`src/assert_macros.svh`:
```
// Assertion helpers used by the RTL.
`ifndef ASSERT_MACROS_SVH
`define ASSERT_MACROS_SVH

`ifndef SYNTHESIS

// Same-cycle implication, held off during reset.
`define ASSERT_IMPLY(label, clk, rst_n, ante, cons) \
    label: assert property (@(posedge clk) disable iff (!(rst_n)) (ante) |-> (cons)) \
        else $error("assertion failed: implication");

// Next-cycle implication, held off during reset.
`define ASSERT_NEXT(label, clk, rst_n, ante, cons) \
    label: assert property (@(posedge clk) disable iff (!(rst_n)) (ante) |=> (cons)) \
        else $error("assertion failed: next-cycle implication");

`else

`define ASSERT_IMPLY(label, clk, rst_n, ante, cons)
`define ASSERT_NEXT(label, clk, rst_n, ante, cons)

`endif

`endif

```
`src/fbpa_pkg.sv`:
```
package fbpa_pkg;

    localparam int MAX_BLOCKS_DEF = 256;

    localparam int ADDR_W    = 32;
    localparam int SIZE_W    = 16;
    localparam int TOTAL_W   = 9;
    localparam int ACT_W     = 2;
    localparam int STAT_W    = 3;
    localparam int IDX_OUT_W = 8;
    localparam int CFG_IDX_W = 2;
    localparam int Q_DEPTH   = 2;
    localparam int DIV_W     = 32;

    localparam logic [ACT_W-1:0] ACT_ALLOC = 2'd0;
    localparam logic [ACT_W-1:0] ACT_FREE  = 2'd1;
    localparam logic [ACT_W-1:0] ACT_CLEAR = 2'd2;

    localparam logic [CFG_IDX_W-1:0] REG_BASE  = 2'd0;
    localparam logic [CFG_IDX_W-1:0] REG_SIZE  = 2'd1;
    localparam logic [CFG_IDX_W-1:0] REG_TOTAL = 2'd2;

    localparam logic [STAT_W-1:0] ST_OK    = 3'd0;
    localparam logic [STAT_W-1:0] ST_EMPTY = 3'd1;
    localparam logic [STAT_W-1:0] ST_RANGE = 3'd2;
    localparam logic [STAT_W-1:0] ST_ALIGN = 3'd3;
    localparam logic [STAT_W-1:0] ST_FULL  = 3'd4;

    localparam logic [ADDR_W-1:0]  BASE_RST  = 32'd0;
    localparam logic [SIZE_W-1:0]  SIZE_RST  = 16'd64;
    localparam logic [TOTAL_W-1:0] TOTAL_RST = 9'd256;

    typedef struct packed {
        logic [ACT_W-1:0]  action;
        logic              below;
        logic [ADDR_W-1:0] offset;
    } t_job;

    typedef struct packed {
        logic [STAT_W-1:0]    status;
        logic [ADDR_W-1:0]    block_address;
        logic [IDX_OUT_W-1:0] block_index;
        logic [TOTAL_W-1:0]   free_blocks;
    } t_result;

endpackage

```
`src/fbpa_queue.sv`:
```
module fbpa_queue
    import fbpa_pkg::*;
#(
    parameter int W     = 1,
    parameter int DEPTH = Q_DEPTH
) (
    input  logic         i_clk,
    input  logic         i_rst_n,
    input  logic         i_push,
    input  logic [W-1:0] i_data,
    output logic         o_full,
    input  logic         i_pop,
    output logic [W-1:0] o_data,
    output logic         o_empty
);

    localparam int AW = $clog2(DEPTH);

    logic [W-1:0]  r_mem [DEPTH];
    logic [AW-1:0] r_wp;
    logic [AW-1:0] r_rp;
    logic [AW:0]   r_cnt;
    logic          w_wr;
    logic          w_rd;

    assign o_full  = (r_cnt == (AW+1)'(DEPTH));
    assign o_empty = (r_cnt == '0);
    assign o_data  = r_mem[r_rp];
    assign w_wr    = i_push && !o_full;
    assign w_rd    = i_pop && !o_empty;

    always_ff @(posedge i_clk) begin
        if (!i_rst_n) begin
            r_wp  <= '0;
            r_rp  <= '0;
            r_cnt <= '0;
        end else begin
            if (w_wr) begin
                r_wp <= (r_wp == AW'(DEPTH - 1)) ? '0 : r_wp + AW'(1);
            end
            if (w_rd) begin
                r_rp <= (r_rp == AW'(DEPTH - 1)) ? '0 : r_rp + AW'(1);
            end
            if (w_wr && !w_rd) begin
                r_cnt <= r_cnt + (AW+1)'(1);
            end else if (w_rd && !w_wr) begin
                r_cnt <= r_cnt - (AW+1)'(1);
            end
        end
    end

    always_ff @(posedge i_clk) begin
        if (w_wr) begin
            r_mem[r_wp] <= i_data;
        end
    end

endmodule

```
`src/fbpa_front.sv`:
```
module fbpa_front
    import fbpa_pkg::*;
(
    input  logic              i_clk,
    input  logic              i_rst_n,
    input  logic              i_push,
    output logic              o_full,
    input  logic [ACT_W-1:0]  i_action,
    input  logic [ADDR_W-1:0] i_address,
    input  logic [ADDR_W-1:0] i_base,
    input  logic              i_q_full,
    output logic              o_q_push,
    output t_job              o_job
);

    logic r_valid;
    t_job r_job;
    logic w_take;

    assign o_full   = r_valid && i_q_full;
    assign w_take   = i_push && !o_full;
    assign o_q_push = r_valid && !i_q_full;
    assign o_job    = r_job;

    always_ff @(posedge i_clk) begin
        if (!i_rst_n) begin
            r_valid <= 1'b0;
        end else if (w_take) begin
            r_valid <= 1'b1;
        end else if (o_q_push) begin
            r_valid <= 1'b0;
        end
    end

    // classify: offset from base and below-base flag
    always_ff @(posedge i_clk) begin
        if (w_take) begin
            r_job.action <= i_action;
            r_job.below  <= (i_address < i_base);
            r_job.offset <= i_address - i_base;
        end
    end

endmodule

```
`src/fbpa_div.sv`:
```
module fbpa_div
    import fbpa_pkg::*;
(
    input  logic              i_clk,
    input  logic              i_rst_n,
    input  logic              i_start,
    input  logic [DIV_W-1:0]  i_dividend,
    input  logic [SIZE_W-1:0] i_divisor,
    output logic              o_done,
    output logic [DIV_W-1:0]  o_quot,
    output logic [SIZE_W-1:0] o_rem
);

    localparam int CNT_W = $clog2(DIV_W);

    logic              r_busy;
    logic              r_done;
    logic [CNT_W-1:0]  r_cnt;
    logic [DIV_W-1:0]  r_quot;
    logic [SIZE_W-1:0] r_rem;
    logic [SIZE_W-1:0] r_dvsr;
    logic [SIZE_W:0]   w_sh;
    logic [SIZE_W:0]   w_diff;
    logic              w_ge;

    assign w_sh   = {r_rem, r_quot[DIV_W-1]};
    assign w_ge   = (w_sh >= {1'b0, r_dvsr});
    assign w_diff = w_sh - {1'b0, r_dvsr};
    assign o_done = r_done;
    assign o_quot = r_quot;
    assign o_rem  = r_rem;

    always_ff @(posedge i_clk) begin
        if (!i_rst_n) begin
            r_busy <= 1'b0;
            r_done <= 1'b0;
            r_cnt  <= '0;
        end else begin
            r_done <= r_busy && (r_cnt == CNT_W'(DIV_W - 1));
            if (i_start && !r_busy) begin
                r_busy <= 1'b1;
                r_cnt  <= '0;
            end else if (r_busy) begin
                r_cnt <= r_cnt + CNT_W'(1);
                if (r_cnt == CNT_W'(DIV_W - 1)) begin
                    r_busy <= 1'b0;
                end
            end
        end
    end

    // one quotient bit per cycle, restoring
    always_ff @(posedge i_clk) begin
        if (i_start && !r_busy) begin
            r_quot <= i_dividend;
            r_rem  <= '0;
            r_dvsr <= i_divisor;
        end else if (r_busy) begin
            r_quot <= {r_quot[DIV_W-2:0], w_ge};
            r_rem  <= w_ge ? w_diff[SIZE_W-1:0] : w_sh[SIZE_W-1:0];
        end
    end

endmodule

```
`src/fbpa_back.sv`:
```
`include "assert_macros.svh"

module fbpa_back
    import fbpa_pkg::*;
#(
    parameter int MAX_BLOCKS = MAX_BLOCKS_DEF
) (
    input  logic               i_clk,
    input  logic               i_rst_n,
    input  logic [ADDR_W-1:0]  i_base,
    input  logic [SIZE_W-1:0]  i_block_size,
    input  logic [TOTAL_W-1:0] i_block_total,
    input  logic               i_q_empty,
    input  t_job               i_job,
    output logic               o_q_pop,
    input  logic               i_out_full,
    output logic               o_out_push,
    output t_result            o_result
);

    localparam int IW     = $clog2(MAX_BLOCKS);
    localparam int CW     = $clog2(MAX_BLOCKS + 1);
    localparam int EXT_W  = CW + SIZE_W;
    localparam int CMP_W  = (EXT_W > ADDR_W) ? EXT_W : ADDR_W;
    localparam int PROD_W = IW + SIZE_W;
    localparam int INIT_TOTAL = (MAX_BLOCKS < int'(TOTAL_RST)) ? MAX_BLOCKS : int'(TOTAL_RST);

    localparam logic [2:0] S_IDLE  = 3'd0;
    localparam logic [2:0] S_CHECK = 3'd1;
    localparam logic [2:0] S_READ  = 3'd2;
    localparam logic [2:0] S_MUL   = 3'd3;
    localparam logic [2:0] S_ADD   = 3'd4;
    localparam logic [2:0] S_DIV   = 3'd5;
    localparam logic [2:0] S_DONE  = 3'd6;

    logic [2:0]        r_state;
    logic [CW-1:0]     r_top;
    logic [CW-1:0]     r_min;
    logic [CW-1:0]     r_total;
    logic [EXT_W-1:0]  r_extent;
    logic [ACT_W-1:0]  r_act;
    logic              r_below;
    logic [ADDR_W-1:0] r_off;
    logic [IW-1:0]     r_fill_val;
    logic              r_use_fill;
    logic [IW-1:0]     r_idx;
    logic [PROD_W-1:0] r_prod;
    t_result           r_res;
    logic [IW-1:0]     r_stack [MAX_BLOCKS];
    logic [IW-1:0]     r_rd_data;

    logic              w_range_bad;
    logic              w_div_start;
    logic              w_div_done;
    logic [DIV_W-1:0]  w_quot;
    logic [SIZE_W-1:0] w_rem;
    logic [IW-1:0]     w_quot_idx;
    logic              w_wr_en;
    logic [IW-1:0]     w_wr_idx;
    logic [IW-1:0]     w_rd_idx;
    logic [CW-1:0]     w_sat;
    t_result           w_chk_res;

    always_comb begin
        if (i_block_total == '0) begin
            w_sat = CW'(1);
        end else if (32'(i_block_total) > 32'(MAX_BLOCKS)) begin
            w_sat = CW'(MAX_BLOCKS);
        end else begin
            w_sat = CW'(i_block_total);
        end
    end

    assign w_range_bad = r_below || (CMP_W'(r_off) >= CMP_W'(r_extent));
    assign w_div_start = (r_state == S_CHECK) && (r_act == ACT_FREE) && !w_range_bad;
    assign w_quot_idx  = w_quot[IW-1:0];
    assign w_wr_en     = (r_state == S_DIV) && w_div_done && (w_rem == '0)
                         && (r_top < r_total);
    assign w_wr_idx    = r_top[IW-1:0];
    assign w_rd_idx    = IW'(r_top - CW'(1));
    assign o_q_pop     = (r_state == S_IDLE) && !i_q_empty;
    assign o_out_push  = (r_state == S_DONE) && !i_out_full;

    always_comb begin
        w_chk_res = '0;
        if (r_act == ACT_ALLOC && r_top == '0) begin
            w_chk_res.status = ST_EMPTY;
        end else if (r_act == ACT_FREE && w_range_bad) begin
            w_chk_res.status = ST_RANGE;
        end else begin
            w_chk_res.status = ST_OK;
        end
    end

    always_comb begin
        o_result             = r_res;
        o_result.free_blocks = TOTAL_W'(r_top);
    end

    fbpa_div u_div (
        .i_clk      (i_clk),
        .i_rst_n    (i_rst_n),
        .i_start    (w_div_start),
        .i_dividend (r_off),
        .i_divisor  (i_block_size),
        .o_done     (w_div_done),
        .o_quot     (w_quot),
        .o_rem      (w_rem)
    );

    always_ff @(posedge i_clk) begin
        if (w_wr_en) begin
            r_stack[w_wr_idx] <= w_quot_idx;
        end
        r_rd_data <= r_stack[w_rd_idx];
    end

    always_ff @(posedge i_clk) begin
        if (!i_rst_n) begin
            r_state <= S_IDLE;
            r_top   <= CW'(INIT_TOTAL);
            r_min   <= CW'(INIT_TOTAL);
            r_total <= CW'(INIT_TOTAL);
        end else begin
            case (r_state)
                S_IDLE: begin
                    if (o_q_pop) begin
                        r_state <= S_CHECK;
                    end
                end
                S_CHECK: begin
                    case (r_act)
                        ACT_ALLOC: begin
                            if (r_top == '0) begin
                                r_state <= S_DONE;
                            end else begin
                                r_top <= r_top - CW'(1);
                                if (r_top == r_min) begin
                                    r_min <= r_top - CW'(1);
                                end
                                r_state <= S_READ;
                            end
                        end
                        ACT_FREE: begin
                            r_state <= w_range_bad ? S_DONE : S_DIV;
                        end
                        ACT_CLEAR: begin
                            r_total <= w_sat;
                            r_top   <= w_sat;
                            r_min   <= w_sat;
                            r_state <= S_DONE;
                        end
                        default: begin
                            r_state <= S_DONE;
                        end
                    endcase
                end
                S_READ: r_state <= S_MUL;
                S_MUL:  r_state <= S_ADD;
                S_ADD:  r_state <= S_DONE;
                S_DIV: begin
                    if (w_div_done) begin
                        if (w_wr_en) begin
                            r_top <= r_top + CW'(1);
                        end
                        r_state <= S_DONE;
                    end
                end
                S_DONE: begin
                    if (!i_out_full) begin
                        r_state <= S_IDLE;
                    end
                end
                default: r_state <= S_IDLE;
            endcase
        end
    end

    always_ff @(posedge i_clk) begin
        r_extent <= {{SIZE_W{1'b0}}, r_total} * {{CW{1'b0}}, i_block_size};
        case (r_state)
            S_IDLE: begin
                r_act   <= i_job.action;
                r_below <= i_job.below;
                r_off   <= i_job.offset;
            end
            S_CHECK: begin
                // entries below the low-water mark still hold their refill value
                r_fill_val <= IW'(r_total - r_top);
                r_use_fill <= (r_top == r_min);
                r_res      <= w_chk_res;
            end
            S_READ: begin
                r_idx <= r_use_fill ? r_fill_val : r_rd_data;
            end
            S_MUL: begin
                r_prod <= {{SIZE_W{1'b0}}, r_idx} * {{IW{1'b0}}, i_block_size};
            end
            S_ADD: begin
                r_res.block_address <= i_base + ADDR_W'(r_prod);
                r_res.block_index   <= IDX_OUT_W'(r_idx);
            end
            S_DIV: begin
                if (w_div_done) begin
                    if (w_rem != '0) begin
                        r_res.status <= ST_ALIGN;
                    end else begin
                        r_res.block_index <= IDX_OUT_W'(w_quot_idx);
                        if (r_top >= r_total) begin
                            r_res.status <= ST_FULL;
                        end
                    end
                end
            end
            default: begin
            end
        endcase
    end

    `ASSERT_IMPLY(a_top_within_total, i_clk, i_rst_n, 1'b1, r_top <= r_total)
    `ASSERT_IMPLY(a_mark_below_top, i_clk, i_rst_n, 1'b1, r_min <= r_top)
    `ASSERT_IMPLY(a_div_done_waited, i_clk, i_rst_n, w_div_done, r_state == S_DIV)
    `ASSERT_IMPLY(a_rem_bounded, i_clk, i_rst_n, w_div_done, w_rem < i_block_size)
    `ASSERT_NEXT(a_push_then_idle, i_clk, i_rst_n, o_out_push, r_state == S_IDLE)

endmodule

```
`src/fixed_block_pool_allocator_unit.sv`:
```
// The executing stage holds one item at a time and takes the next only after the last result is
// pushed; a free inside the pool runs through the 32-step shift-subtract divider.
// A two-deep queue sits between the classifying stage and the executing stage, and after it.
// Reset (synchronous, active low) clears control state; the free stack needs no clearing pass,
// its refill values are supplied from a low-water mark.
module fixed_block_pool_allocator_unit
    import fbpa_pkg::*;
#(
    parameter int MAX_BLOCKS = MAX_BLOCKS_DEF
) (
    input  logic                 i_clk,
    input  logic                 i_rst_n,
    input  logic                 i_push,
    output logic                 o_full,
    input  logic [ACT_W-1:0]     i_action,
    input  logic [ADDR_W-1:0]    i_address,
    output logic                 o_empty,
    input  logic                 i_pop,
    output logic [STAT_W-1:0]    o_status,
    output logic [ADDR_W-1:0]    o_block_address,
    output logic [IDX_OUT_W-1:0] o_block_index,
    output logic [TOTAL_W-1:0]   o_free_blocks,
    input  logic                 i_cfg_we,
    input  logic [CFG_IDX_W-1:0] i_cfg_idx,
    input  logic [ADDR_W-1:0]    i_cfg_data
);

    logic [ADDR_W-1:0]  r_base;
    logic [SIZE_W-1:0]  r_size;
    logic [TOTAL_W-1:0] r_total;

    logic    w_jq_push;
    logic    w_jq_full;
    logic    w_jq_pop;
    logic    w_jq_empty;
    t_job    w_job_in;
    t_job    w_job_out;
    logic    w_rq_push;
    logic    w_rq_full;
    t_result w_res_in;
    t_result w_res_out;

    always_ff @(posedge i_clk) begin
        if (!i_rst_n) begin
            r_base  <= BASE_RST;
            r_size  <= SIZE_RST;
            r_total <= TOTAL_RST;
        end else if (i_cfg_we) begin
            case (i_cfg_idx)
                REG_BASE:  r_base  <= i_cfg_data;
                REG_SIZE:  r_size  <= i_cfg_data[SIZE_W-1:0];
                REG_TOTAL: r_total <= i_cfg_data[TOTAL_W-1:0];
                default: begin
                end
            endcase
        end
    end

    fbpa_front u_front (
        .i_clk     (i_clk),
        .i_rst_n   (i_rst_n),
        .i_push    (i_push),
        .o_full    (o_full),
        .i_action  (i_action),
        .i_address (i_address),
        .i_base    (r_base),
        .i_q_full  (w_jq_full),
        .o_q_push  (w_jq_push),
        .o_job     (w_job_in)
    );

    fbpa_queue #(
        .W     ($bits(t_job)),
        .DEPTH (Q_DEPTH)
    ) u_job_q (
        .i_clk   (i_clk),
        .i_rst_n (i_rst_n),
        .i_push  (w_jq_push),
        .i_data  (w_job_in),
        .o_full  (w_jq_full),
        .i_pop   (w_jq_pop),
        .o_data  (w_job_out),
        .o_empty (w_jq_empty)
    );

    fbpa_back #(
        .MAX_BLOCKS (MAX_BLOCKS)
    ) u_back (
        .i_clk         (i_clk),
        .i_rst_n       (i_rst_n),
        .i_base        (r_base),
        .i_block_size  (r_size),
        .i_block_total (r_total),
        .i_q_empty     (w_jq_empty),
        .i_job         (w_job_out),
        .o_q_pop       (w_jq_pop),
        .i_out_full    (w_rq_full),
        .o_out_push    (w_rq_push),
        .o_result      (w_res_in)
    );

    fbpa_queue #(
        .W     ($bits(t_result)),
        .DEPTH (Q_DEPTH)
    ) u_res_q (
        .i_clk   (i_clk),
        .i_rst_n (i_rst_n),
        .i_push  (w_rq_push),
        .i_data  (w_res_in),
        .o_full  (w_rq_full),
        .i_pop   (i_pop),
        .o_data  (w_res_out),
        .o_empty (o_empty)
    );

    assign o_status        = w_res_out.status;
    assign o_block_address = w_res_out.block_address;
    assign o_block_index   = w_res_out.block_index;
    assign o_free_blocks   = w_res_out.free_blocks;

endmodule
```
`config.mk`:
```
export PLATFORM = sky130hd
export DESIGN_NAME = fixed_block_pool_allocator_unit
export DESIGN_NICKNAME = d
export VERILOG_FILES = /design/src/fbpa_pkg.sv /design/src/fbpa_queue.sv /design/src/fbpa_front.sv /design/src/fbpa_div.sv /design/src/fbpa_back.sv /design/src/fixed_block_pool_allocator_unit.sv
export VERILOG_INCLUDE_DIRS = /design/src /design/src/src
export SDC_FILE = /design/constraint.sdc
export NUM_CORES = 2
export LEC_CHECK = 0
export CAP_MARGIN = 20
export CORE_MARGIN = 2
export CORE_UTILIZATION = 28
export DETAILED_ROUTE_END_ITERATION = 8
export DONT_BUFFER_PORTS = 1
export SLEW_MARGIN = 20
export SYNTH_ARGS = -nofsm -noshare
export SYNTH_HDL_FRONTEND = slang
export SYNTH_SLANG_ARGS = --single-unit
```
`constraint.sdc`:
```
create_clock -name i_clk -period 5 [get_ports i_clk]
set_input_delay 0 -clock i_clk [delete_from_list [all_inputs] [get_ports i_clk]]
set_output_delay 0 -clock i_clk [all_outputs]
set_load 0.01 [all_outputs]
```
# [Word-level counts from Yosys, hierarchy flattened]
# Memory sizes are Yosys's and may differ from the RTL's. A register that Yosys moved wholly into a read port is not among the register bits.
# Cells that the tools add are included.
# Widths: inputs -> output; s select.
[classes] eq_ne=24 add_sub_neg=15 mux=52 n_reduce_logical=61 bitwise=1 magnitude_cmp=6 multipliers=2
[op_table] operator="$mux 32" n=2
[op_table] operator="$pmux 32 s2" n=1
[op_table] operator="$mux 9" n=7
[op_table] operator="$pmux 9 s2" n=3
[op_table] operator="$add 32x24->32" n=1
[op_table] operator="$ge 32x25->1" n=1
[op_table] operator="$lt 32x32->1" n=1
[op_table] operator="$sub 32x32->32" n=1
[op_table] operator="$mul 9x16->25" n=1
[op_table] operator="$mul 8x16->24" n=1
[op_table] operator="$mux 3" n=8
[op_table] operator="$mux 8" n=3
[op_table] operator="$pmux 8 s3" n=1
[op_table] operator="$logic_and 1x1->1" n=22
[op_table] operator="$pmux 3 s7" n=1
[op_table] operator="$logic_not 9->1" n=2
[op_table] operator="$ge 17x16->1" n=1
[op_table] operator="$mux 1" n=17
[op_table] operator="$logic_not 16->1" n=1
[op_table] operator="$mux 16" n=1
[op_table] operator="$reduce_bool 16->1" n=1
[op_table] operator="$sub 16x16->16" n=1
[op_table] operator="$reduce_bool 2->1" n=7
[op_table] operator="$mux 2" n=6
[op_table] operator="other kinds (32)" n=70
[word_totals] inputBits=73 ram_bits=2222 reg_bits=311 n_memories=3 out_inout_bits=54 word_cells=195
[mem_list] name="u_back.r_stack" words=256 width=8 rd=1 rd_clocked_by_memory_dff=1 write_ports=1 line_no="fbpa_back.sv:49" source="logic [IW-1:0] r_stack [MAX_BLOCKS];"
[mem_list] name="u_res_q.r_mem" words=2 width=52 rd=1 rd_clocked_by_memory_dff=1 write_ports=1 line_no="fbpa_queue.sv:19" source="logic [W-1:0] r_mem [DEPTH];"
[mem_list] name="u_job_q.r_mem" words=2 width=35 rd=1 rd_clocked_by_memory_dff=1 write_ports=1 line_no="fbpa_queue.sv:19"

# [Logic depth before layout (Yosys ltp)]
[depth] depth_word=8 mapped_depth=21 depth_no_buf=20

# [Hierarchy]
# A second synthesis with hierarchy kept.
[unflattened] cells_unflattened=6283 hier_area_um2=111818.5
[by_module_without_submodules] mod="fbpa_back" instances=1 area_per_inst_um2=96182.2 seq_area_each_um2=66333.6 cells_per_inst=5100
[by_module_without_submodules] mod="fbpa_queue at u_res_q" instances=1 area_per_inst_um2=3985.1 seq_area_each_um2=3223.1 cells_per_inst=187
[by_module_without_submodules] mod="fbpa_div" instances=1 area_per_inst_um2=3719.8 seq_area_each_um2=1901.8 cells_per_inst=336
[by_module_without_submodules] mod="fbpa_front" instances=1 area_per_inst_um2=2922.8 seq_area_each_um2=1071.0 cells_per_inst=302
[by_module_without_submodules] mod="fbpa_queue at u_job_q" instances=1 area_per_inst_um2=2757.6 seq_area_each_um2=2202.1 cells_per_inst=134
[by_module_without_submodules] mod="fixed_block_pool_allocator_unit" instances=1 area_per_inst_um2=2250.9 seq_area_each_um2=1141.1 cells_per_inst=224

# [Worst setup path before layout]
# Ideal clock, no wire load.
[synth_timing] path_kind="reg-to-reg" startpoint="register r_size[5]" endpoint="register u_back.r_prod[22], data pin" t_required_ns=4.742 arrival_time_ns=4.663 path_buffers=1 slack_ns=0.080 setup_ns=0.258 period_less_slack_ns=4.920 stages_incl_launch_ff=20 cell_sequence="dfxtp_1 -> clkbuf_1 -> nand2_1 -> fa_1 -> fa_1 -> inv_1 -> fa_1 -> inv_1 -> fa_1 -> inv_1 -> ha_1 -> nor4_1 -> a211oi_1 -> a211o_1 -> o31a_1 -> nand4_1 -> a31oi_1 -> a21o_1 -> a21oi_1 -> xnor2_1"
[synth_via] elab_chain_len=1
[synth_lines] item="start, declared" line_no="fixed_block_pool_allocator_unit.sv:29" source="logic [SIZE_W-1:0] r_size;"
[synth_lines] item="start signal, assigned" line_no="fixed_block_pool_allocator_unit.sv:51" source="REG_SIZE: r_size <= i_cfg_data[SIZE_W-1:0];"
[synth_lines] item="$mul 8x16->24" line_no="fbpa_back.sv:197" source="r_prod <= {{SIZE_W{1'b0}}, r_idx} * {{IW{1'b0}}, i_block_size};"
[synth_lines] item="end signal, assigned" line_no="fbpa_back.sv:197"
[synth_lines] item="end, declared" line_no="fbpa_back.sv:47" source="logic [PROD_W-1:0] r_prod;"
# Every way passes these cells.
# A chain may end at the register's enable or synchronous reset.

# [Worst setup path after layout]
[layout_timing] startpoint="register u_back.r_idx[2]" endpoint="register u_back.r_prod[23], data pin"
[layout_via] elab_chain_len=1
[layout_lines] item="start, declared" line_no="fbpa_back.sv:46" source="logic [IW-1:0] r_idx;"
[layout_lines] item="start signal, assigned" line_no="fbpa_back.sv:194" source="r_idx <= r_use_fill ? r_fill_val : r_rd_data;"
[layout_lines] item="$mul 8x16->24" line_no="fbpa_back.sv:197"
# Every way passes these cells.

==> results.md <==
* M2 GR Usage at 22.8%
* Synth area leader: edfxtp_1
* Count leader, synth: edfxtp_1
* Arr. time, crit path at 5.59 ns
* CP max FO at 8
* Hold WC Path Type: in -> reg
* Post-Syn Nets at 6612
* Vias per inst at 4.85
* Synth Instances at 6141
* Seq/Total Area, Yosys at 68.3%
* Clock Tree Buf Depth at 4
* Slew Viols, Final at 0
* Remaining antenna violation count at 0
* Initial antenna violation count at 34
* Post-synth EDFFs at 2424
* Fillers at 37500
* Starting density of the core at 28.1%
* Drt total wl at 288000 um
* Violated checks: negative setup slack
* Vias in the first global route at 59400
* CP Launch Type: register
* Min cycle time layout at 5.03 ns
* Max-cap violation count at 0
* Port Buf Inserts at 0
* Vias at 58500
* FF/Latch Area at 75900 sq um
* Synthesis warning total at 0
* IO Count at 127
* Post-DP Area at 119000 sq um
* Setup crit end kind: register
* Routed wire per std cell at 23.9 um
* Total track usage at 14.0%
* Clock network latency to the later pin of the worst-skew pair at 0.89 ns
* Drt first-iter violations at 6121
* Met3 usage at 2.47%
* Die Footprint at 402000 sq um
* Leak at 42.3 nW
* Met1 usage in global routing at 19.0%
* CTS Sinks at 2577
* GRT overflow at 0
* RePlAce Congestion at 0.846
* Synthesis-to-finish area growth at 17.0%
* Mapped Area at 111000 sq um
* Hpwl dp at 185000 um
* Multi-input gate area at 33100 sq um
* Clk slew on worst S/H paths at 0.06 ns
* Maximum vdd drop at 0.970 mV
* First-pass detailed-route iteration total at 6
* Main area contributors after synthesis: edfxtp_1, mux4_2, fa_1
* Worst Tran Pin Value at 1.10 ns
* DRC Markers at 0
* Std-Cell Rows at 231
* Rel. slew slack at 26.5%
* Global-route wire length before repair at 418000 um
* RSZ-0062 raised after global routing: true
* Core ar. at 395000 sq um
* Post-synth top cells: edfxtp_1, mux4_2, nor2_1
* Fmax at 0.199 GHz
* Synth Flop Type: edfxtp_1
* FFs w/ async S/R, synth at 0%
* PwrDens at 480 nW/um^2
* Slowest CP cell: fa_1
* Share of cells above drive strength 1 at 23.6%
* Synth unique cells at 70
* Yosys top cell area share at 65.5%
* Synthesized area per cell at 18.1 sq um
* Nets at 7073
* CTS Root Cell: clkbuf_16
* Final worst-path cycle share at 101%
* Die Wd at 634 um
* Skew final at 0.104 ns
* Critical path, cell by cell: buf_4 > buf_6 > and2_1 > fa_1 > fa_1 > fa_1 > inv_1 > fa_1 > inv_1 > ha_4 > buf_4 > nand2_1 > nor2_1 > o211ai_1 > a21oi_2 > nor3_2 > o41ai_2 > a21oi_2 > xnor2_1
* Hold Violations, Final at 0
* H-Tree Depth at 5
* Critical Path RT at 5.56 ns
* Largest net degree at the start of global routing at 186
* Status: finished, violations left
* Setup violations, final at 2
* CP max stage delay at 0.55 ns
* Seq cells post-synth at 2577
* Finished Core Util at 32.9%
* Setup Crit Path Kind: reg -> reg
* Die Y at 634 um
* Crit-path most repeated cell: fa_1
* Fin area at 130000 sq um
* CTS tree: built
* Most Crowded Layer GR: met2
* Total clock buffers created by CTS at 278
* Final setup margin at -0.0261 ns
==> logic make-up after synthesis <==
group | Yosys count | synth area share [%]
XOR/XNOR | 120 | 0.946
adder cells (fa/ha/maj) | 398 | 5.74
multiplexers | 833 | 15.3
flip-flops | 2577 | 68.3
buffers and inverters | 641 | 2.24
AND/OR/NAND/NOR | 1119 | 4.80
AO/OA/AOI/OAI | 453 | 2.71
==> stage by stage <==
step	total power, W	setup slack [ns]	setup TNS, ns	hold slack, ns	instances
2_1_floorplan	0.0355	0.0796	0	0.0989	6141
3_5_place_dp	0.0425	-0.0716	-0.133	0.0990	11400
3_3_place_gp	0.0424	-0.184	-0.230	0.0991	11400
6_report	0.0624	-0.0261	-0.0412	0.0386	12100
4_1_cts	0.0628	0.00118	0	0.00278	12000
5_1_grt	0.0644	-0.182	-0.441	0.0226	12100
==> path summary, 6_finish.rpt <==
check	from	end	slack, ns	cells after the start
worst max-delay path	u_back.r_idx[2]	u_back.r_prod[23]	-0.03	19
worst min-delay path	i_cfg_data[9]	r_size[9]	0.04	3
worst max register to register	u_back.r_idx[2]	u_back.r_prod[23]	-0.03	19
worst min register to register	u_back.o_result[28]	u_res_q.r_mem[1][28]	0.44	0
==> report_power, final <==
part	switching, W	internal, W	total [W]
logic	0.00981	0.00749	0.0173
clock network	0.00836	0.0117	0.0201
registers	0.000715	0.0243	0.0250
total	0.0189	0.0435	0.0624
==> worst max-delay path: cells and delay by family, from the launching register on <==
kind                       cells  cell delay [ns]
buffers and inverters          5             0.56
DFF                            1             0.52
AOI/OAI and AO/OA              4             0.89
and+or+nand+nor                4             0.44
adders and majority gates      5             2.24
xor gates and xnor gates       1             0.13
==> layout by cell type, fill, tap and decap left out, types with 38 or more instances in the layout <==
cell           count
o21ai_0           63
dfxtp_1          149
nand2_1          262
dlygate4sd3_1    134
nor2_1           379
xnor2_1           77
a21oi_1          112
clkbuf_16        281
xor2_1            38
nor2b_1           60
and2_1           207
a21boi_0          63
ha_1             203
clkinv_1          56
fa_1             184
a21o_1            52
edfxtp_1        2424
inv_1            340
mux2_2           122
clkbuf_1          49
mux4_2           680
clkinv_2          43
buf_4            308
==> metal layers <==
metal  part of all wire (%)  up-vias
li1                       -    24800
met1                     42    31100
met2                     47     2088
met3                    7.1      517
met4                    3.5       16
met5                  0.037        -
==> state kept, by name (all words and copies together), names as in the netlist, 5 cells and up, named ones only <==
signal / cells
r_base: 32
u_back.r_prod: 24
u_job_q.r_mem: 70
u_back.r_off: 32
u_back.u_div.r_dvsr: 16
u_back.o_result: 43
u_res_q.r_mem: 104
u_back.r_idx: 8
u_back.r_min: 9
r_total: 9
u_back.u_div.r_cnt: 5
u_back.r_stack: 2048
u_back.r_fill_val: 8
r_size: 16
u_back.u_div.o_rem: 16
u_front.o_job: 35
u_back.u_div.o_quot: 32
u_back.r_total: 9
u_back.r_extent: 25
u_back.r_rd_data: 8
u_back.r_top: 9
==> area by class of cell <==
cell class / count / area share, %
multi-input combinational: 2923 / 25.5
sequential: 2577 / 58.3
timing repair buffer: 481 / 3.38
tap: 5242 / 5.04
clock inverter: 153 / 1.12
clock buffer: 338 / 5.63
antenna: 9 / 0.0173
inverter: 341 / 0.984
==> timing repair <==
action                                  4_1_cts  5_1_grt
gates resized for setup                       8       34
pin swaps                                     6       25
endpoints found under the setup margin        4       10
setup buffers                                 5       12
hold buffers                                135        0
hold endpoints to repair                    174        0
Power figures use the tool's default switching activity.
